File: config.mk
export PLATFORM = sky130hd
export DESIGN_NAME = gb3_window
export DESIGN_NICKNAME = d
export VERILOG_FILES = /design/src/hw/rtl/gb3_pkg.sv /design/src/hw/rtl/gb3_window.sv
export SDC_FILE = /design/constraint.sdc
export NUM_CORES = 1
export LEC_CHECK = 0
export BUFFER_PORTS_ARGS = -buffer_cell sky130_fd_sc_hd__buf_2
export CAP_MARGIN = 25
export CORE_MARGIN = 8
export CORE_UTILIZATION = 60
export DETAILED_ROUTE_END_ITERATION = 8
export GPL_TIMING_DRIVEN = 0
export PLACE_DENSITY_LB_ADDON = 0.08
export SYNTH_ARGS = -nofsm -noshare
export SYNTH_HDL_FRONTEND = slang
export SYNTH_SLANG_ARGS = --single-unit
File: constraint.sdc
create_clock -name clk -period 9.1 [get_ports clk]
set_input_delay 0.455 -clock clk [delete_from_list [all_inputs] [get_ports clk]]
set_output_delay 0.455 -clock clk [all_outputs]
set_load 0.01 [all_outputs]
File: src/hw/rtl/gb3_pkg.sv
package gb3_pkg;

    localparam int MAX_WIDTH    = 1024;
    localparam int MAX_CHANNELS = 4;
    localparam int COL_W        = $clog2(MAX_WIDTH);
    localparam int WIDTH_W      = 11;
    localparam int HEIGHT_W     = 16;
    localparam int CHAN_W       = 3;
    localparam int PIX_W        = 32;
    localparam int CFG_INDEX_W  = 2;
    localparam int CFG_DATA_W   = 16;
    localparam int OUT_DEPTH    = 4;
    localparam int OUT_PTR_W    = $clog2(OUT_DEPTH);
    localparam int OUT_CNT_W    = OUT_PTR_W + 1;

    localparam logic [CFG_INDEX_W-1:0] CFG_FRAME_WIDTH   = 2'd0;
    localparam logic [CFG_INDEX_W-1:0] CFG_FRAME_HEIGHT  = 2'd1;
    localparam logic [CFG_INDEX_W-1:0] CFG_CHANNEL_COUNT = 2'd2;

    localparam logic KIND_PIXEL = 1'b0;
    localparam logic KIND_DRAIN = 1'b1;

    localparam logic [WIDTH_W-1:0]  WIDTH_MIN    = 11'd3;
    localparam logic [WIDTH_W-1:0]  WIDTH_MAX    = WIDTH_W'(MAX_WIDTH);
    localparam logic [WIDTH_W-1:0]  WIDTH_RESET  = 11'd640;
    localparam logic [HEIGHT_W-1:0] HEIGHT_MIN   = 16'd3;
    localparam logic [HEIGHT_W-1:0] HEIGHT_RESET = 16'd480;
    localparam logic [CHAN_W-1:0]   CHAN_MAX     = CHAN_W'(MAX_CHANNELS);
    localparam logic [CHAN_W-1:0]   CHAN_RESET   = 3'd1;

    typedef struct packed {
        logic       kind;
        logic [7:0] sample_ch0;
        logic [7:0] sample_ch1;
        logic [7:0] sample_ch2;
        logic [7:0] sample_ch3;
    } in_item_t;

    typedef struct packed {
        logic [7:0] blurred_ch0;
        logic [7:0] blurred_ch1;
        logic [7:0] blurred_ch2;
        logic [7:0] blurred_ch3;
        logic       frame_end;
    } out_item_t;

    typedef struct packed {
        logic             valid;
        logic             emit;
        logic             first_col;
        logic             last_col;
        logic             top_edge;
        logic             bottom_edge;
        logic             frame_end;
        logic [COL_W-1:0] col;
        logic [PIX_W-1:0] pixel;
    } tag_t;

endpackage

File: src/hw/rtl/gb3_window.sv
module gb3_window (
    input  logic                         clk,
    input  logic                         rst_n,
    input  gb3_pkg::tag_t                tag,
    input  logic [gb3_pkg::PIX_W-1:0]    rd_upper,
    input  logic [gb3_pkg::PIX_W-1:0]    rd_middle,
    input  logic [gb3_pkg::CHAN_W-1:0]   chan_count,
    output logic                         wr_en,
    output logic [gb3_pkg::COL_W-1:0]    wr_col,
    output logic [gb3_pkg::PIX_W-1:0]    wr_upper,
    output logic [gb3_pkg::PIX_W-1:0]    wr_middle,
    output logic                         res_valid,
    output gb3_pkg::out_item_t           res
);
    import gb3_pkg::*;

    logic [PIX_W-1:0] win_reg  [9];
    logic [PIX_W-1:0] win_next [9];
    logic [PIX_W-1:0] new_col  [3];
    // taps[k][r]: left, center, right column, top to bottom
    logic [PIX_W-1:0] taps     [3][3];
    logic [7:0]       blurred  [4];
    logic [7:0]       t_pix;
    logic [7:0]       m_pix;
    logic [7:0]       b_pix;
    logic [9:0]       col_sum  [3];
    logic [11:0]      sum;

    assign new_col[0] = rd_upper;
    assign new_col[1] = rd_middle;
    assign new_col[2] = tag.pixel;

    always_comb
    begin
        for (int r = 0; r < 3; r++)
        begin
            win_next[r*3]     = win_reg[r*3+1];
            win_next[r*3+1]   = win_reg[r*3+2];
            win_next[r*3+2]   = new_col[r];
            taps[0][r] = (tag.first_col && !tag.last_col) ? win_reg[r*3+2] : win_reg[r*3+1];
            taps[1][r] = win_reg[r*3+2];
            taps[2][r] = tag.last_col ? win_reg[r*3+2] : new_col[r];
        end
    end

    always_comb
    begin
        t_pix = '0;
        m_pix = '0;
        b_pix = '0;
        sum   = '0;
        for (int k = 0; k < 3; k++)
        begin
            col_sum[k] = '0;
        end
        for (int ch = 0; ch < 4; ch++)
        begin
            for (int k = 0; k < 3; k++)
            begin
                m_pix = taps[k][1][ch*8 +: 8];
                t_pix = tag.top_edge    ? m_pix : taps[k][0][ch*8 +: 8];
                b_pix = tag.bottom_edge ? m_pix : taps[k][2][ch*8 +: 8];
                col_sum[k] = 10'(t_pix) + {1'b0, m_pix, 1'b0} + 10'(b_pix);
            end
            sum = 12'(col_sum[0]) + {1'b0, col_sum[1], 1'b0} + 12'(col_sum[2]);
            blurred[ch] = (CHAN_W'(ch) < chan_count) ? sum[11:4] : 8'd0;
        end
    end

    always_ff @(posedge clk or negedge rst_n)
    begin
        if (!rst_n)
        begin
            for (int i = 0; i < 9; i++)
            begin
                win_reg[i] <= '0;
            end
        end
        else if (tag.valid)
        begin
            for (int i = 0; i < 9; i++)
            begin
                win_reg[i] <= win_next[i];
            end
        end
    end

    assign wr_en     = tag.valid;
    assign wr_col    = tag.col;
    assign wr_upper  = rd_middle;
    assign wr_middle = tag.pixel;

    assign res_valid       = tag.valid && tag.emit;
    assign res.blurred_ch0 = blurred[0];
    assign res.blurred_ch1 = blurred[1];
    assign res.blurred_ch2 = blurred[2];
    assign res.blurred_ch3 = blurred[3];
    assign res.frame_end   = tag.frame_end;

endmodule

# Word level (Yosys, flattened, before mapping)
# Index checks and enable logic that the tools add are counted.
[word_totals]
wordCells = 79
input_bits = 118
output_inout_bits = 109
regBits = 192
[classes]
n_addsub = 32
n_lt_le_gt_ge = 4
reduce_logical = 3
n_mux = 34
[ops]
columns = ["op", "count"]
rows = [
  ["8-bit 2-to-1 mux", 28],
  ["32-bit 2-to-1 mux", 6],
  ["10-bit by 8-bit adder with 10-bit output", 12],
  ["8-bit by 9-bit adder with 10-bit output", 12],
  ["10-bit by 11-bit adder with 12-bit output", 4],
  ["12-bit by 10-bit adder with 12-bit output", 4],
  ["1-bit by 3-bit < comparator with 1-bit output, first input constant", 2],
  ["2-bit by 3-bit < comparator with 1-bit output, first input constant", 2],
  ["1-bit logical AND", 2],
  ["1-bit zero test", 1],
]

# Depth between registers and ports, before layout
# Gate-level depths: netlist of run 1.
[depth]
word_depth = 9
mapped_depth = 28
mapped_depth_nobuf = 26

# Least setup slack after synthesis of run 1
# OpenSTA, ideal clock, no wires.
[synth_path]
path_type = "input -> output"
start = "in tag[44] in the netlist's numbering"
end = "out res[16] in the netlist's numbering"
stages = 26
slack_ns = 2.160
path_buffers = 2
arrival_time_ns = 6.485
t_required_ns = 8.645
path_cell_list = "clkbuf_1 > clkbuf_1 > mux2_2 > fa_1 > ha_1 > inv_1 > fa_1 > nor2b_1 > o21ai_0 > a21boi_0 > nor2_1 > fa_1 > inv_1 > fa_1 > inv_1 > fa_1 > inv_1 > fa_1 > inv_1 > ha_1 > o21ai_0 > a221oi_1 > o21ai_1 > a32oi_1 > xor2_1 > nor2_1"
[synth_lines]
columns = ["element", "line", "rtl"]
rows = [
  ["from (decl)", "gb3_window.sv:4", "input gb3_pkg::tag_t tag,"],
  ["to (decl)", "gb3_window.sv:13", "output gb3_pkg::out_item_t res"],
]

==> results of run 1 <==
metal layers:
layer  share of wire, %  vias up  GRT usage [%]
met5              0.019        -              0
met4                4.0        2           12.8
met3                9.5      132           8.21
met2                 46      759           49.9
met1                 41     7544           40.8
li1                   -     6735              -
cells by family (layout without fill, tap and decap cells):
family	after synthesis	in the layout
buffers and inverters	478	726
xor gates and xnor gates	42	42
adders and majority gates	272	272
DFF	192	192
and+or+nand+nor	322	322
AOI/OAI and AO/OA	268	268
muxes	377	377
final cells by class:
class | count | area, um2
multi-input combinational | 1281 | 12200
fill | 2574 | 10100
sequential | 192 | 4800
inverter | 316 | 1190
timing repair buffer | 217 | 1150
buffer | 162 | 913
tap | 402 | 503
clock buffer | 20 | 437
clock inverter | 11 | 103
cell usage in the layout, fill, tap and decap left out, drive strengths merged, types with 19 or more instances in the layout:
cell type and count:
fa 180, mux2 262, a21oi 111, xnor2 30
o21ai 101, mux2i 112, a211oi 19, nand2 198
clkbuf 83, nor2 65, buf 316, dfrtp 192
inv 320, ha 92
path summary, 6_finish.rpt:
check	startpoint	end	slack (ps)	cells past startpoint
max	tag[43]	res[16]	670	28
min	rst_n	taps[131]	50	1
max reg2reg	taps[137]	win_next[169]	8170	1
min reg2reg	win_next[279]	win_next[279]	500	1
max in group asynchronous	rst_n	taps[146]	8040	2
min in group clk	rd_upper[12]	taps[172]	230	2
stage by stage:
stage / setup slack (ps) / std cells / cell area [um2]
floorplan: 2160 / 1951 / 19100
global placement: 850 / 2565 / 20600
detailed placement: 712 / 2569 / 20700
CTS: 665 / 2600 / 21300
global route: 213 / 2601 / 21300
finish: 668 / 2601 / 21300
flip-flops by register name (all words and copies together) (netlist names):
register,cells
win_next,96
taps,96
==> reports/metrics.yaml, run 1 <==
post_cts_buffers: 0
cp_max_fo: 10
crit_buf_inv: 9
yosysSeqAreaShare_pct: 25.2
synth_ff_type: "dfrtp_1"
synth_cell_type_count: 47
syn-instance-count: 1951
cts_tree: "yes"
antenna_found_initial: 2
path_clk_slew_ps: 70
synth_area_mm2: 0.0191
hold_path_class: "in -> async"
tightest_slew_ps: 1120
ys_top_cells_by_area: "dfrtp_1, fa_1, mux2_2"
synth_compound_area_share_pct: 8.08
critPathMostFrequentCell: "fa_1"
avgViaCountPerCell: 5.83
synth_common_cells: "inv_1, mux2_2, nand2_1, dfrtp_1, fa_1"
start_util_pct: 60.7
crit_required_ps: 8650
synth_top_family_by_area: "adder cells"
routed_wl_um: 59100
syn_avg_cell_area_um2: 9.77
synth.largest_area_cell: "dfrtp_1"
synthAdderAreaFrac_pct: 24.9
whs_ps: 52.8
status: "complete, no violations"
cts_repair_resize_count: 0
end_kind: "output port"
fin_nets: 2577
startpoint_type: "input port"
synthSimpleGateAreaFrac_pct: 7.13
yosysWarnings: 0
syn_to_final_growth_pct: 11.5
wl_per_cell_um: 22.7
setup_viol: 0
rsz0062_at_grt: "no"
arrival_ps: 7980
first_global_vias: 15700
cts.sinks: 192
final_core_util_pct: 67.7
min_period_over_period_pct: 92.7
clk_latency_ps: 460
max_stage_delay_ps: 640
h-tree-depth: 4
die_width_um: 194
drive_gt1_share_pct: 27.6
synthXorXnorAreaFrac_pct: 1.93
hpwl_um: 44500
min_period_ps: 8430
grt_max_degree: 98
synth_edf_count: 0
yosysTopAreaCellShare_pct: 25.2
num_rows: 65
cts_buffer_depth: 2
gp_congestion: 0.918
drc: 0
cp_top_family: "adder cells"
grt.total_usage_pct: 31.5
async_flop_share_pct: 100
ant_nets: 0
synth-seq-cells: 192
port_buffers: 212
coreArea_mm2: 0.0314
die_height_um: 194
syn_nets: 2341
drv_slew: 0
vias: 15200
first_pass_iters: 7
synth_mux_area_share_pct: 21.7
cts_buffers: 17
post-synth-top-count-cell: "inv_1"
grt_overflow_total: 0
die_area_mm2: 0.0377
final-hold-violation-count: 0
final.setup.tns_ps: 0
fmax_ghz: 0.119
slowest_stage: "clkbuf_1"
clock_skew_ps: 13.0
ctsHoldBuffers: 0
cts_root_buf: "clkbuf_16"
pin_count: 227
path_class: "in -> out"
drt_iter0_drc: 1209
grt_pass1_wl_um: 91000
max_slew_margin_pct: 25.0
cap_violations: 0
antenna_cells: 0
Power of run 1 is left out: the tool's default activity adds up to more than one toggle a clock period on the data nets, which glitch-free logic cannot reach.
==> inputs of run 2 (changes only) <==
- CORE_ASPECT_RATIO: unset -> 0.7
- HOLD_SLACK_MARGIN: unset -> 0.03
==> run 2 against run 1 <==
Die area is 0.24% higher; register-to-register slack hardly changed; first-iteration DRC count is 21% higher; fmax is 3.9% higher; worst hold slack better by 180 ps; wire length is 0.88% lower; global-route usage is 0.33 points lower; flip-flop and latch count stayed put; worst setup slack better by 320 ps; highest routed layer unchanged.
==> reports/metrics.yaml, run 2 (synthesis results as in run 1) <==
path_class: "in -> out"  # unchanged
num_rows: 54  # was 65
startpoint_type: "input port"  # unchanged
status: "complete, no violations"  # unchanged
start_util_pct: 61.1  # was 60.7%
first_pass_iters: 5  # was 7
coreArea_mm2: 0.0312  # was 0.0314 mm2
r2r_slack_ps: 8170  # about the same
dpl_cell_area_mm2: 0.0207  # about the same
cts_buffers: 17  # unchanged
rr_endpoint: "win_next[177]"  # was win_next[169]
final_cells: 2622  # was 2,601
drt_iter0_drc: 1467  # was 1,209
min_period_ps: 8110  # was 8430 ps
drive_gt1_share_pct: 27.6  # about the same
clk_latency_ps: 460  # about the same
cts_repair_resize_count: 0  # unchanged
min_period_over_period_pct: 89.2  # was 92.7%
final_cell_mix: "inv_1, mux2_2, buf_2"  # unchanged
cap_violations: 0  # unchanged
nFillCells: 2557  # was 2,574
grt_max_degree: 112  # was 98
end_kind: "output port"  # unchanged
post_cts_buffers: 0  # unchanged
routed_wl_um: 58600  # was 59,100 um
drv_slew: 0  # unchanged
grt_pass1_wl_um: 90300  # was 91,000 um
r2r_start: "taps[145]"  # was taps[137]
port_buffers: 212  # unchanged
setup_viol: 0  # unchanged
grt.total_usage_pct: 31.2  # was 31.5%
path_clk_slew_ps: 80  # was 70 ps
syn_to_final_growth_pct: 12.0  # was 11.5%
grt_overflow_total: 0  # unchanged
cts_tree: "yes"  # unchanged
hold_path_class: "in -> reg"  # was in -> async
vias: 15100  # was 15.2k
arrival_ps: 7660  # was 7980 ps
rsz0062_at_grt: "no"  # unchanged
cts_buffer_depth: 2  # unchanged
rr_worst_depth: 1  # unchanged
final_common_cell: "inv_1"  # unchanged
final_core_util_pct: 68.4  # was 67.7%
fin_nets: 2579  # was 2,577
dp_cells: 2585  # was 2,569
first_global_vias: 15600  # was 15.7k
die_area_mm2: 0.0378  # was 0.0377 mm2
crit_required_ps: 8650  # about the same
final-hold-violation-count: 0  # unchanged
tightest_slew_ps: 1130  # was 1120 ps
worstHoldPathCells: 2
clock_skew_ps: 10.7  # was 13.0 ps
h-tree-depth: 4  # unchanged
ant_nets: 0  # unchanged
pin_count: 227  # unchanged
final_area_mm2: 0.0214  # was 0.0213 mm2
hp-start: "rd_upper[11]"
gp_congestion: 0.948  # was 0.918
cts_root_buf: "clkbuf_16"  # unchanged
final.setup.tns_ps: 0  # unchanged
hpwl_um: 45000  # was 44,500 um
die_height_um: 165  # was 194 um
wl_per_cell_um: 22.3  # was 22.7 um
fmax_ghz: 0.123  # was 0.119 GHz
max_slew_margin_pct: 25.0  # about the same
cp_max_fo: 10  # unchanged
min_to: "taps[171]"
cts.sinks: 192  # unchanged
drc: 0  # unchanged
avgViaCountPerCell: 5.77  # was 5.83
antenna_found_initial: 3  # was 2
die_width_um: 229  # was 194 um
==> run 2: worst max-delay path by stage <==
stage                       start  endpoint  depth (start not counted)  slack (ps)
final                     tag[43]   res[16]                         28         990
after global routing      tag[43]   res[16]                         28         640
after CTS                 tag[43]   res[16]                         28         980
after detailed placement  tag[43]   res[16]                         28        1040
after global placement    tag[43]   res[16]                         28        1160
after floorplan           tag[44]   res[16]                         26        2160
==> run 2: timing repair <==
action                                  CTS  global route
endpoints found under the setup margin    0             0
endpoints found under the hold margin     9             0
hold buffers                              1             0
==> run 2: worst max-delay path: stages <==
cell and delay (ps):
buf_2 110, buf_6 190, clkbuf_1 700, mux2_2 430
fa_1 530, ha_1 200, inv_1 70, fa_1 460
nor2b_1 140, o21ai_0 100, a21boi_0 260, nor2_1 120
fa_1 530, inv_1 60, fa_1 540, inv_1 50
fa_1 470, inv_1 50, fa_1 470, inv_1 50
ha_1 290, o21ai_0 120, a221oi_1 440, o21ai_1 180
a32oi_1 270, xor2_1 170, nor2_1 50, buf_2 130
==> run 2: final cells by class <==
| cell class | instances | area, um2 | share of cell area, % |
|---|---|---|---|
| Sequential cell | 192 | 4800 | 22.5 |
| Antenna cell | 2 | 5.00 | 0.0234 |
| Inverter | 316 | 1190 | 5.55 |
| Timing Repair Buffer | 219 | 1170 | 5.47 |
| Tap cell | 420 | 526 | 2.46 |
| Buffer | 162 | 913 | 4.28 |
| Multi-Input combinational cell | 1281 | 12200 | 56.9 |
| Clock inverter | 10 | 138 | 0.644 |
| Clock buffer | 20 | 457 | 2.14 |
==> run 2: metrics by stage <==
stage          setup slack [ps]  hold WS [ps]
6_report                    987           232
5_1_grt                     639           230
4_1_cts                     978           221
3_5_place_dp               1040           487
3_3_place_gp               1160           481
2_1_floorplan              2160           159
==> run 2: metal layers <==
metal	track usage, %	up-vias	wire length, um
met5	0	-	15
met4	12.3	2	2000
met3	8.02	130	5760
met2	48.8	752	26400
met1	41.5	7503	24400
li1	-	6736	-
Power of run 2 is left out for the same reason.
