File: config.mk
export PLATFORM = sky130hd
export DESIGN_NAME = gb3_out_fifo
export DESIGN_NICKNAME = d
export VERILOG_FILES = /design/src/hw/rtl/gb3_pkg.sv /design/src/hw/rtl/gb3_out_fifo.sv
export SDC_FILE = /design/constraint.sdc
export NUM_CORES = 1
export LEC_CHECK = 0
export ABC_AREA = 1
export BUFFER_PORTS_ARGS = -buffer_cell sky130_fd_sc_hd__buf_2
export CORE_ASPECT_RATIO = 1.1
export CORE_MARGIN = 10
export CORE_UTILIZATION = 45
export CTS_CLUSTER_DIAMETER = 150
export DETAILED_ROUTE_END_ITERATION = 6
export GPL_ROUTABILITY_DRIVEN = 0
export GPL_TIMING_DRIVEN = 0
export PLACE_DENSITY = 0.66
export SETUP_SLACK_MARGIN = 0.2
export SLEW_MARGIN = 20
export SYNTH_ARGS = -nofsm -noshare
export SYNTH_HDL_FRONTEND = slang
export SYNTH_SLANG_ARGS = --single-unit
File: constraint.sdc
create_clock -name clk -period 2.5 [get_ports clk]
set_input_delay 0.375 -clock clk [delete_from_list [all_inputs] [get_ports clk]]
set_output_delay 0.375 -clock clk [all_outputs]
set_load 0.005 [all_outputs]
File: src/hw/rtl/gb3_pkg.sv
package gb3_pkg;

    localparam int MAX_WIDTH    = 1024;
    localparam int MAX_CHANNELS = 4;
    localparam int COL_W        = $clog2(MAX_WIDTH);
    localparam int WIDTH_W      = 11;
    localparam int HEIGHT_W     = 16;
    localparam int CHAN_W       = 3;
    localparam int PIX_W        = 32;
    localparam int CFG_INDEX_W  = 2;
    localparam int CFG_DATA_W   = 16;
    localparam int OUT_DEPTH    = 4;
    localparam int OUT_PTR_W    = $clog2(OUT_DEPTH);
    localparam int OUT_CNT_W    = OUT_PTR_W + 1;

    localparam logic [CFG_INDEX_W-1:0] CFG_FRAME_WIDTH   = 2'd0;
    localparam logic [CFG_INDEX_W-1:0] CFG_FRAME_HEIGHT  = 2'd1;
    localparam logic [CFG_INDEX_W-1:0] CFG_CHANNEL_COUNT = 2'd2;

    localparam logic KIND_PIXEL = 1'b0;
    localparam logic KIND_DRAIN = 1'b1;

    localparam logic [WIDTH_W-1:0]  WIDTH_MIN    = 11'd3;
    localparam logic [WIDTH_W-1:0]  WIDTH_MAX    = WIDTH_W'(MAX_WIDTH);
    localparam logic [WIDTH_W-1:0]  WIDTH_RESET  = 11'd640;
    localparam logic [HEIGHT_W-1:0] HEIGHT_MIN   = 16'd3;
    localparam logic [HEIGHT_W-1:0] HEIGHT_RESET = 16'd480;
    localparam logic [CHAN_W-1:0]   CHAN_MAX     = CHAN_W'(MAX_CHANNELS);
    localparam logic [CHAN_W-1:0]   CHAN_RESET   = 3'd1;

    typedef struct packed {
        logic       kind;
        logic [7:0] sample_ch0;
        logic [7:0] sample_ch1;
        logic [7:0] sample_ch2;
        logic [7:0] sample_ch3;
    } in_item_t;

    typedef struct packed {
        logic [7:0] blurred_ch0;
        logic [7:0] blurred_ch1;
        logic [7:0] blurred_ch2;
        logic [7:0] blurred_ch3;
        logic       frame_end;
    } out_item_t;

    typedef struct packed {
        logic             valid;
        logic             emit;
        logic             first_col;
        logic             last_col;
        logic             top_edge;
        logic             bottom_edge;
        logic             frame_end;
        logic [COL_W-1:0] col;
        logic [PIX_W-1:0] pixel;
    } tag_t;

endpackage

File: src/hw/rtl/gb3_out_fifo.sv
module gb3_out_fifo (
    input  logic                          clk,
    input  logic                          rst_n,
    input  logic                          push,
    input  gb3_pkg::out_item_t            push_item,
    output logic                          out_valid,
    input  logic                          out_ready,
    output gb3_pkg::out_item_t            out_data,
    output logic [gb3_pkg::OUT_CNT_W-1:0] count
);
    import gb3_pkg::*;

    out_item_t            buf_reg [OUT_DEPTH];
    logic [OUT_PTR_W-1:0] wr_ptr_reg, wr_ptr_next;
    logic [OUT_PTR_W-1:0] rd_ptr_reg, rd_ptr_next;
    logic [OUT_CNT_W-1:0] count_reg,  count_next;
    logic                 pop;

    assign out_valid = count_reg != '0;
    assign pop       = out_valid && out_ready;
    assign out_data  = buf_reg[rd_ptr_reg];
    assign count     = count_reg;

    always_comb
    begin
        wr_ptr_next = push ? wr_ptr_reg + 1'b1 : wr_ptr_reg;
        rd_ptr_next = pop  ? rd_ptr_reg + 1'b1 : rd_ptr_reg;
        count_next  = count_reg + OUT_CNT_W'(push) - OUT_CNT_W'(pop);
    end

    always_ff @(posedge clk or negedge rst_n)
    begin
        if (!rst_n)
        begin
            wr_ptr_reg <= '0;
            rd_ptr_reg <= '0;
            count_reg  <= '0;
        end
        else
        begin
            wr_ptr_reg <= wr_ptr_next;
            rd_ptr_reg <= rd_ptr_next;
            count_reg  <= count_next;
        end
    end

    always_ff @(posedge clk)
    begin
        if (push)
        begin
            buf_reg[wr_ptr_reg] <= push_item;
        end
    end

endmodule

; Yosys cells after proc, flatten, opt, wreduce, memory -nomap -nowiden
; Memories as Yosys holds them, arrays and structs flattened.
; Cells that the tools add are included.
[classes]
add_sub_neg = 4
muxes = 2
n_reduce_logical = 2
[op_table]
columns = op, n
row1 = 2-bit by 1-bit adder with 2-bit output (second input constant), 2
row2 = 3-bit by 1-bit adder with 3-bit output, 1
row3 = 3-bit nonzero test, 1
row4 = 3-bit by 1-bit subtractor with 3-bit output, 1
row5 = 1-bit 2-to-1 mux, 2
row6 = 1-bit logical AND, 1
[word_totals]
regBits = 7
mem_bits_rw = 132
inputBits = 37
out_inout_bits = 37
elab_cells = 12
n_memories = 1
[memory_table]
columns = name, words, word_bits, read_ports, rd_ports_with_merged_regs, wr, line_no
row1 = buf_reg, 4, 33, 1, 0, 1, gb3_out_fifo.sv:13  ; out_item_t buf_reg [OUT_DEPTH];

; Longest topological paths before layout
; Gate-level depths: netlist (run 1).
[depth]
word_depth = 3
depth_mapped = 11
depth_no_buf = 11

; Worst setup path after synthesis (run 1)
; OpenSTA, ideal clock, no wires.
[synth_path]
path_type = reg-to-reg
from = register count_reg[1] (netlist: count[1])
to = register count_reg[2] (netlist: count[2])
setup_time_ns = 0.117
arrival_ns = 1.841
required_ns = 2.383
slack_ns = 0.542
path_stages_with_launch = 12
n_path_buf = 0
period_less_slack_ns = 1.958
cell_sequence = dfrtp_1 nor2_1 nand2_1 nand2_1 inv_1 ha_1 inv_1 ha_1 fa_1 xor2_1 nand2_1 nand2_1
[synth_between]
elab_chain_cells = 3
word_cells_on_any_way = 4
classes_between = add/sub: 2 / reduce/logical: 2
[synth_rtl]
columns = item, line_no
row1 = start: declaration, gb3_out_fifo.sv:16  ; logic [OUT_CNT_W-1:0] count_reg, count_next;
row2 = start signal: assignment, gb3_out_fifo.sv:43  ; count_reg <= count_next;
row3 = 3-bit nonzero test, gb3_out_fifo.sv:19  ; assign out_valid = count_reg != '0;
row4 = named net out_valid, gb3_out_fifo.sv:6  ; output logic out_valid,
row5 = 1-bit logical AND, gb3_out_fifo.sv:20  ; assign pop = out_valid && out_ready;
row6 = named net pop, gb3_out_fifo.sv:17  ; logic pop;
row7 = 3-bit by 1-bit subtractor with 3-bit output, gb3_out_fifo.sv:28  ; count_next = count_reg + OUT_CNT_W'(push) - OUT_CNT_W'(pop);
row8 = named net count_next[2], gb3_out_fifo.sv:16
; The timed path passes the listed nets, and every way through them passes these cells.
; A chain may end at the register's enable or synchronous reset.

==> results of run 1 <==
==> kinds of logic after synthesis <==
| kind of cell | Yosys count |
|---|---|
| buffers and inverters | 70 |
| adder cells (fa/ha/maj) | 7 |
| AND/OR/NAND/NOR | 184 |
| XOR/XNOR | 3 |
| flip-flops | 139 |
| AO/OA/AOI/OAI | 67 |
==> Yosys cell counts <==
cell      number
buf_2          4
buf_4          4
buf_6          5
clkbuf_1       8
clkbuf_2       1
dfrtp_1        7
edfxtp_1     132
fa_1           1
ha_1           6
inv_1         47
inv_2          1
nand2_1      115
nand3_1        2
nor2_1        67
o21ai_0       60
o21ai_1        7
xnor2_1        1
xor2_1         2
==> critical path, delay by kind of cell, from the launching register on <==
family | cells | cell delay (ns)
compound gates | 1 | 0.17
buf+inv | 3 | 0.66
simple gates | 1 | 0.10
flops | 1 | 0.42
==> repair_timing <==
| action | CTS | global route |
|---|---|---|
| hold buffers | 1 | 0 |
| endpoints found under the hold margin | 7 | 0 |
| buffers inserted | 0 | 0 |
| gates resized for setup | 0 | 13 |
| setup endpoints to repair | 0 | 26 |
==> worst max path at each step <==
stage             startpoint             end  slack, ns  depth (start not counted)
2_1_floorplan       count[1]        count[2]       0.54                         11
3_3_place_gp            push  buf_reg[0][18]       0.11                          4
3_5_place_dp        count[1]        count[2]       0.43                         11
4_1_cts        rd_ptr_reg[1]    out_data[11]       0.25                          6
5_1_grt        rd_ptr_reg[1]    out_data[14]       0.21                          6
6_report       rd_ptr_reg[0]    out_data[25]       0.36                          5
==> through the flow <==
stage | std cells | util [%] | area (sq um) | total power, mW
after global placement | 697 | 50.8 | 6170 | 5.90
after CTS | 734 | 56.5 | 6860 | 8.54
after detailed placement | 701 | 51.6 | 6260 | 6.07
final | 734 | 56.6 | 6870 | 8.43
after floorplan | 470 | - | 5610 | 4.82
after global routing | 734 | 56.6 | 6870 | 9.01
==> metal layers <==
metal | vias to the layer above | wire (um) | part of all wire [%] | global-route usage (%)
li1 | 1763 | - | - | -
met2 | 111 | 6250 | 51 | 25.2
met5 | - | 13 | 0.11 | 0
met1 | 1682 | 5020 | 41 | 15.8
met3 | 15 | 824 | 6.7 | 5.11
met4 | 2 | 169 | 1.4 | 5.57
==> layout make-up <==
class | instances | area [sq um] | area share, %
plain buffers | 22 | 155 | 2.26
inverters | 48 | 180 | 2.62
clock inverters | 12 | 140 | 2.04
clock buffers | 20 | 447 | 6.50
repair buffers | 78 | 470 | 6.84
well taps | 154 | 193 | 2.80
multi-input cells | 261 | 1150 | 16.7
flip-flops and latches | 139 | 4140 | 60.2
==> report_power, final <==
| part | switching, mW | internal (mW) | total [mW] | leakage, nW |
|---|---|---|---|---|
| clock | 0.958 | 1.50 | 2.46 | 0.266 |
| combinational | 1.74 | 1.03 | 2.78 | 1.29 |
| sequential | 0.132 | 3.06 | 3.19 | 1.30 |
==> impl_metrics.yaml, run 1 <==
outcome:
  status: "complete, no violations"
yosys:
  synthSimpleGateAreaFrac_pct: 12.4
  synth_seq_area_share_pct: 73.8
  yosysUniqueCellTypes: 18
  synth_xor_xnor_area_share_pct: 0.468
  synth_compound_area_share_pct: 5.98
  ys_seq_elements: 139
  synth_cells: 470
  synth_mux_area_share_pct: 0
  synth_top_area_cell: "edfxtp_1"
  avgSynthCellArea_sq_um: 11.9
  mappedNetlistNets: 514
  synthesis.area_sq_mm: 0.00561
  synth_area_leaders: "edfxtp_1 71%, nand2_1 7.7%, o21ai_0 5.4%, nor2_1 4.5%, inv_1 3.1%"
  yosysWarnings: 0
  synth-adder-area-share_pct: 1.69
  synth_top_family_by_area: "simple AND/OR/NAND/NOR gates"
  synth_top_cell_area_share_pct: 70.7
drt:
  drc_errors: 0
  viasPerCell: 4.87
  vias: 3573
  routed_wl_um: 12300
  detail-route-antenna-nets: 0
  wl_per_cell_um: 16.7
  first_pass_iters: 6
  drt-initial-drc-count: 233
timing:
  finalCritPeriodShare_pct: 85.8
  setup_ws_ns: 0.355
  hold_ws_ns: 0.169
  min_period_ns: 2.14
  hold_viol: 0
  max_freq_ghz: 0.466
  slew_viol_final: 0
  rsz0062_at_grt: "no"
  slew_headroom_pct: 65.2
  setup_violations: 0
  fin_skew_ns: 0.00573
  finalSetupTns_ns: 0
  tightest_slew_ns: 0.521
global_route:
  grt_max_degree: 25
  grt_use_total_pct: 14.4
  antenna_found_initial: 1
  grt-ovfl-total: 0
  grt_pass1_wl_um: 19100
  grt_pass1_vias: 3680
floorplanning:
  ios: 74
  die-area_sq_mm: 0.0173
  core-area_sq_mm: 0.0121
  row_count: 42
  initial_utilization_pct: 46.2
  fp.dieH_um: 137
  die_w_um: 126
worst_hold_path:
  hp-start: "push_item[28]"
  holdPathStages: 1
  hp-class: "in -> reg"
  hold_end: "buf_reg[0][28]"
power:
  max-vdd-ir-drop_v: 0.000702
  p_leak_nw: 2.85
  power_density_mw_per_mm2: 1230
finish:
  mostFrequentLayoutCells: "132 x edfxtp_1, 115 x nand2_1, 74 x buf_2, 67 x nor2_1, 60 x o21ai_0"
  diodes: 0
  layout.nets: 611
  largest_reg_flops: 132
  layout_commonest_cell: "edfxtp_1"
  n_fill_cell: 1013
  drive_gt1_share_pct: 22.6
  syn_to_final_growth_pct: 22.5
cts:
  tritoncts: "built"
  cts-root-buf: "clkbuf_16"
  clock-sinks: 139
  numCtsBuffers: 17
  h-tree-depth: 4
  clkTransAtPathRegs_ns: 0.06
  clock_path_buffers: 2
  clock_latency_ns: 0.42
worst_setup_path:
  worstPathArrival_ns: 1.77
  crit_chain: "inv_2 > clkbuf_1 > o21ai_0 > nand2_1 > buf_2"
  crit_required_ns: 2.12
  start_kind: "register"
  worstReg2RegEnd: "count[2]"
  crit_fanout: 10
  cp-end-kind: "output port"
  cpPeakStageDelay_ns: 0.42
  ff2ff_path_depth: 11
  reg2reg_setup_slack_ns: 0.42
  crit_slowest_cell: "dfrtp_1"
  path_class: "reg -> out"
  rr_startpoint: "count[1]"
placed_design:
  place_ws_ns: 0.429
  dp_hpwl_um: 8020
  io_buffer_count: 73
flow_run:
  maxCapViolCount: 0
(Power assumes the default switching activity.)
==> run 2: changes to the inputs <==
- clock period: 2.5 -> 2.31 ns (I/O delays scaled with it)
==> run 2 against run 1 <==
Compared with the run above:
- wire length up 0.23%
- clock power rose by 8.1%
- global-route usage about the same
- non-clock buffer count stayed put
- final cell count unchanged
- first-iteration DRC count down 2.1%
- core utilization rose by 0.15 points
- register-to-register slack got worse by 0.09 ns
==> impl_metrics.yaml, run 2 (same netlist as run 1, synthesis figures left out) <==
worst_hold_path:
  hp-class: "in -> reg"
worst_setup_path:
  start_kind: "register"
  crit_chain: "buf_6 > buf_4 > o21ai_2 > nand2_1 > nand2_1 > buf_2"
  cpPeakStageDelay_ns: 0.41
  crit_top_cell: "nand2_1"
  crit_fanout: 10
  crit_required_ns: 1.96
  path_class: "reg -> out"
  reg2reg_setup_slack_ns: 0.33
  crit_slowest_cell: "dfrtp_1"
  cp-end-kind: "output port"
  worstPathArrival_ns: 1.66
timing:
  hold_viol: 0
  max_freq_ghz: 0.498
  slew_headroom_pct: 65.2
  tightest_slew_ns: 0.521
  rsz0062_at_grt: "yes"
  slew_viol_final: 0
  hold_ws_ns: 0.139
  fin_skew_ns: 0.00733
  setup_violations: 0
  finalCritPeriodShare_pct: 86.9
  min_period_ns: 2.01
cts:
  cts_setup_buffers: 0
  tritoncts: "built"
  numCtsBuffers: 17
  cts-root-buf: "clkbuf_16"
  h-tree-depth: 4
  clkTransAtPathRegs_ns: 0.06
  clock_latency_ns: 0.42
  clock_path_buffers: 2
  clock-sinks: 139
drt:
  viasPerCell: 4.88
  drt-initial-drc-count: 228
  routed_wl_um: 12300
  wl_per_cell_um: 16.8
  vias: 3584
  detail-route-antenna-nets: 0
  first_pass_iters: 6
  drc_errors: 0
power:
  clockPowerShare_pct: 29.1
  power_frac_seq_pct: 37.7
  p_int_mw: 6.09
  p_sw_mw: 3.07
  max-vdd-ir-drop_v: 0.000772
  p_comb_share_pct: 33.2
  p_leak_nw: 2.86
  swShare_pct: 33.6
  power_density_mw_per_mm2: 1330
floorplanning:
  ios: 74
  die_w_um: 126
  die-area_sq_mm: 0.0173
  initial_utilization_pct: 46.2
  row_count: 42
  core-area_sq_mm: 0.0121
  fp.dieH_um: 137
finish:
  syn_to_final_growth_pct: 22.9
  drive_gt1_share_pct: 23.6
  largest_reg_flops: 132
  diodes: 0
  design_area_sq_mm: 0.00689
  mostFrequentLayoutCells: "132 x edfxtp_1, 114 x nand2_1, 75 x buf_2, 66 x nor2_1, 57 x o21ai_0"
  layout_commonest_cell: "edfxtp_1"
  layout.nets: 611
  final_cells: 734
global_route:
  grt_use_total_pct: 14.4
  antenna_found_initial: 1
  grt_pass1_wl_um: 19000
  grt_pass1_vias: 3672
  grt_max_degree: 25
  grt-ovfl-total: 0
outcome:
  status: "complete, no violations"
placed_design:
  io_buffer_count: 73
  place_area_sq_mm: 0.00626
  dpl.cell_count: 701
  dp_hpwl_um: 8020
flow_run:
  maxCapViolCount: 0
[run 2: cell count changes in the layout (fill, tap and decap cells not counted), sizes merged]
cell    before  now
buf         87   92
clkbuf      32   27
[run 2: layout make-up]
cell class                 instances  area, sq um
fill                            1009         5250
sequential                       139         4140
multi-input combinational        261         1160
timing repair buffer              78          470
clock buffer                      20          447
tap                              154          193
inverter                          48          180
buffer                            22          163
clock inverter                    12          140
[run 2: worst max-delay path, delay by kind of cell (launching register included)]
kind	cells	cell delay [ns]
compound gates	1	0.15
buf+inv	3	0.48
flops	1	0.41
simple gates	2	0.19
[run 2: worst paths after layout]
kind	start	endpoint	depth (start not counted)
min in group asynchronous	rst_n	rd_ptr_reg[1]	2
setup / recovery	rd_ptr_reg[0]	out_data[0]	6
max in group asynchronous	rst_n	count[1]	2
setup reg to reg	count[1]	count[2]	11
hold / removal	push_item[28]	buf_reg[0][28]	1
hold reg to reg	rd_ptr_reg[1]	rd_ptr_reg[1]	2
[run 2: power groups by stage]
stage	registers (mW)	logic (mW)	clock network, mW
3_5_place_dp	3.51	3.06	0
3_3_place_gp	3.51	2.88	0
4_1_cts	3.45	3.11	2.72
6_report	3.45	3.04	2.66
5_1_grt	3.49	3.47	2.83
2_1_floorplan	3.48	1.74	0
[run 2: per-layer routing]
metal	vias to the layer above	global-route usage (%)	wire length, um
li1	1762	-	-
met1	1704	15.9	4890
met2	101	25.0	6430
met3	15	5.61	813
met4	2	4.94	154
met5	-	0	11
[run 2: stage by stage]
| step | setup TNS (ns) | total power [mW] | utilization (%) | worst slack, ns |
|---|---|---|---|---|
| floorplan | 0 | 5.22 | - | 0.352 |
| global placement | -4.25 | 6.39 | 50.8 | -0.0504 |
| detailed placement | 0 | 6.56 | 51.6 | 0.239 |
| CTS | 0 | 9.28 | 56.7 | 0.215 |
| global route | 0 | 9.80 | 56.8 | 0.180 |
| finish | 0 | 9.16 | 56.8 | 0.303 |
[run 2: what timing repair did]
action                                 4_1_cts  5_1_grt
hold buffers                                 1        0
endpoints found under the hold margin        7        0
setup endpoints to repair                   31       26
pin swaps                                    0        0
resized for setup                           11       12
==> run 3: changes to the inputs <==
- clock period: 2.31 -> 2.01 ns (I/O delays scaled with it)
==> run 3 against run 2 <==
Compared with the run above:
- wire length increased by 4.4%
- sequential share of layout area is 2.5 points lower
- count of clock-buffer cells in the layout grew 1
- core utilization is 2.5 points higher
- critical path type unchanged
- clock power up 14%
- critical path depth grew 1
- sequential power is 16% higher
- worst setup slack got worse by 0.23 ns
- hold slack got worse by 0.037 ns
- total power grew 22%
==> impl_metrics.yaml, run 3 (same netlist as run 1, synthesis figures left out) <==
floorplanning:
  row_count: 42
  fp.dieH_um: 137
  initial_utilization_pct: 46.2
  die_w_um: 126
  ios: 74
  die-area_sq_mm: 0.0173
  core-area_sq_mm: 0.0121
drt:
  first_pass_iters: 4
  drt-initial-drc-count: 170
  viasPerCell: 4.90
  wl_per_cell_um: 17.3
  drc_errors: 0
  vias: 3648
  routed_wl_um: 12800
  detail-route-antenna-nets: 0
worst_setup_path:
  cpPeakStageDelay_ns: 0.45
  worstReg2RegEnd: "count[2]"
  path_class: "reg -> out"
  reg2reg_setup_slack_ns: 0.12
  crit_slowest_cell: "dfrtp_2"
  crit_fanout: 10
  crit_chain: "buf_6 > buf_8 > nor2_2 > nor2_1 > o21ai_0 > nand2_1 > buf_2"
  start_kind: "register"
  crit_required_ns: 1.71
  ff2ff_path_depth: 11
  rr_startpoint: "count[1]"
  worstPathArrival_ns: 1.63
  cp-end-kind: "output port"
placed_design:
  io_buffer_count: 73
  place_area_sq_mm: 0.00626
  dpl.cell_count: 701
  dp_hpwl_um: 8140
finish:
  mostFrequentLayoutCells: "132 x edfxtp_1, 112 x nand2_1, 74 x buf_2, 47 x nor2_1, 40 x inv_1"
  syn_to_final_growth_pct: 28.3
  layout.nets: 619
  final_cells: 744
  drive_gt1_share_pct: 30.3
  n_fill_cell: 966
  largest_reg_flops: 132
  design_area_sq_mm: 0.00720
  layout_commonest_cell: "edfxtp_1"
timing:
  rsz0062_at_grt: "yes"
  setup_violations: 0
  finalCritPeriodShare_pct: 96.2
  min_period_ns: 1.93
  slew_headroom_pct: 69.0
  slew_viol_final: 0
  hold_viol: 0
  tightest_slew_ns: 0.464
  max_freq_ghz: 0.517
  fin_skew_ns: 0.00895
cts:
  numCtsBuffers: 17
  tritoncts: "built"
  clock_path_buffers: 2
  h-tree-depth: 4
  clock-sinks: 139
  cts-root-buf: "clkbuf_16"
  clkTransAtPathRegs_ns: 0.06
  clock_latency_ns: 0.41
global_route:
  grt-ovfl-total: 0
  grt_max_degree: 29
  grt_use_total_pct: 15.0
  grt_pass1_vias: 3866
  antenna_found_initial: 2
  grt_pass1_wl_um: 19900
power:
  power_mw: 11.2
  max-vdd-ir-drop_v: 0.000919
  p_leak_nw: 2.96
  power_density_mw_per_mm2: 1550
worst_hold_path:
  hp-class: "in -> reg"
  holdPathStages: 1
  hp-start: "push_item[4]"
  hold_end: "buf_reg[0][4]"
flow_run:
  maxCapViolCount: 0
outcome:
  status: "complete, no violations"
run 3: cell count changes in the layout (fill, tap and decap cells not counted), moves of 5 or more:
cell | previous run | this run
o21ai_0 | 57 | 26
o21ai_1 | 9 | 35
nor2_1 | 66 | 47
nor2_2 | 1 | 12
nor2_4 | 0 | 8
clkbuf_2 | 5 | 0
clkbuf_4 | 1 | 6
run 3: worst max-delay path by stage:
stage	startpoint	endpoint	slack, ns	depth (start not counted)
6_report	rd_ptr_reg[0]	out_data[2]	0.08	7
5_1_grt	rd_ptr_reg[0]	out_data[15]	0.004	7
4_1_cts	rd_ptr_reg[0]	out_data[2]	0.07	7
3_5_place_dp	count[1]	count[2]	-0.04	11
3_3_place_gp	push	buf_reg[3][16]	-0.28	4
2_1_floorplan	count[1]	count[2]	0.11	11
run 3: power breakdown:
| group | leakage, nW | switching [mW] | internal (mW) | total, mW |
|---|---|---|---|---|
| logic | 1.38 | 2.42 | 1.71 | 4.13 |
| clock network | 0.285 | 1.11 | 1.92 | 3.03 |
| registers | 1.29 | 0.188 | 3.81 | 4.00 |
| total | 2.96 | 3.72 | 7.43 | 11.2 |
run 3: what timing repair did:
action / in CTS / in global routing
setup endpoints to repair: 35 / 35
buffers inserted: 5 / 1
gates resized for setup: 74 / 41
endpoints found under the hold margin: 7 / 0
gates cloned: 1 / 1
pin swaps: 14 / 23
hold buffers: 1 / 0
run 3: per-stage QoR:
step	TNS (ns)	hold WS, ns	util (%)	setup slack, ns
floorplan	0	0.00591	-	0.110
detailed placement	-0.0425	0.149	51.6	-0.0425
global route	0	0.0872	59.3	0.00369
CTS	0	0.0866	58.2	0.0740
finish	0	0.102	59.3	0.0762
global placement	-34.46	0.146	50.8	-0.285
run 3: critical path: cells and delay by family, from the launching register on:
family / cells / cell delay [ns]
AO/OA/AOI/OAI: 1 / 0.06
buffers and inverters: 3 / 0.44
flip-flops: 1 / 0.45
AND/OR/NAND/NOR: 3 / 0.27
run 3: area by class of cell:
type                            instances  area (sq um)  share of cell area, %
Multi-Input combinational cell        261          1310                   18.1
Tap cell                              154           193                   2.68
Timing Repair Buffer                   86           548                   7.62
Inverter                               48           180                   2.50
Clock inverter                         11           120                   1.67
Clock buffer                           21           470                   6.54
Buffer                                 22           234                   3.25
Antenna cell                            2          5.00                 0.0696
Sequential cell                       139          4140                   57.5
run 3: per-layer routing:
metal  up-vias  track usage [%]  part of all wire (%)
li1       1784                -                     -
met1      1744             16.3                    40
met2       106             26.1                    53
met3        12             4.95                   6.2
met4         2             6.90                  0.97
met5         -                0                 0.086
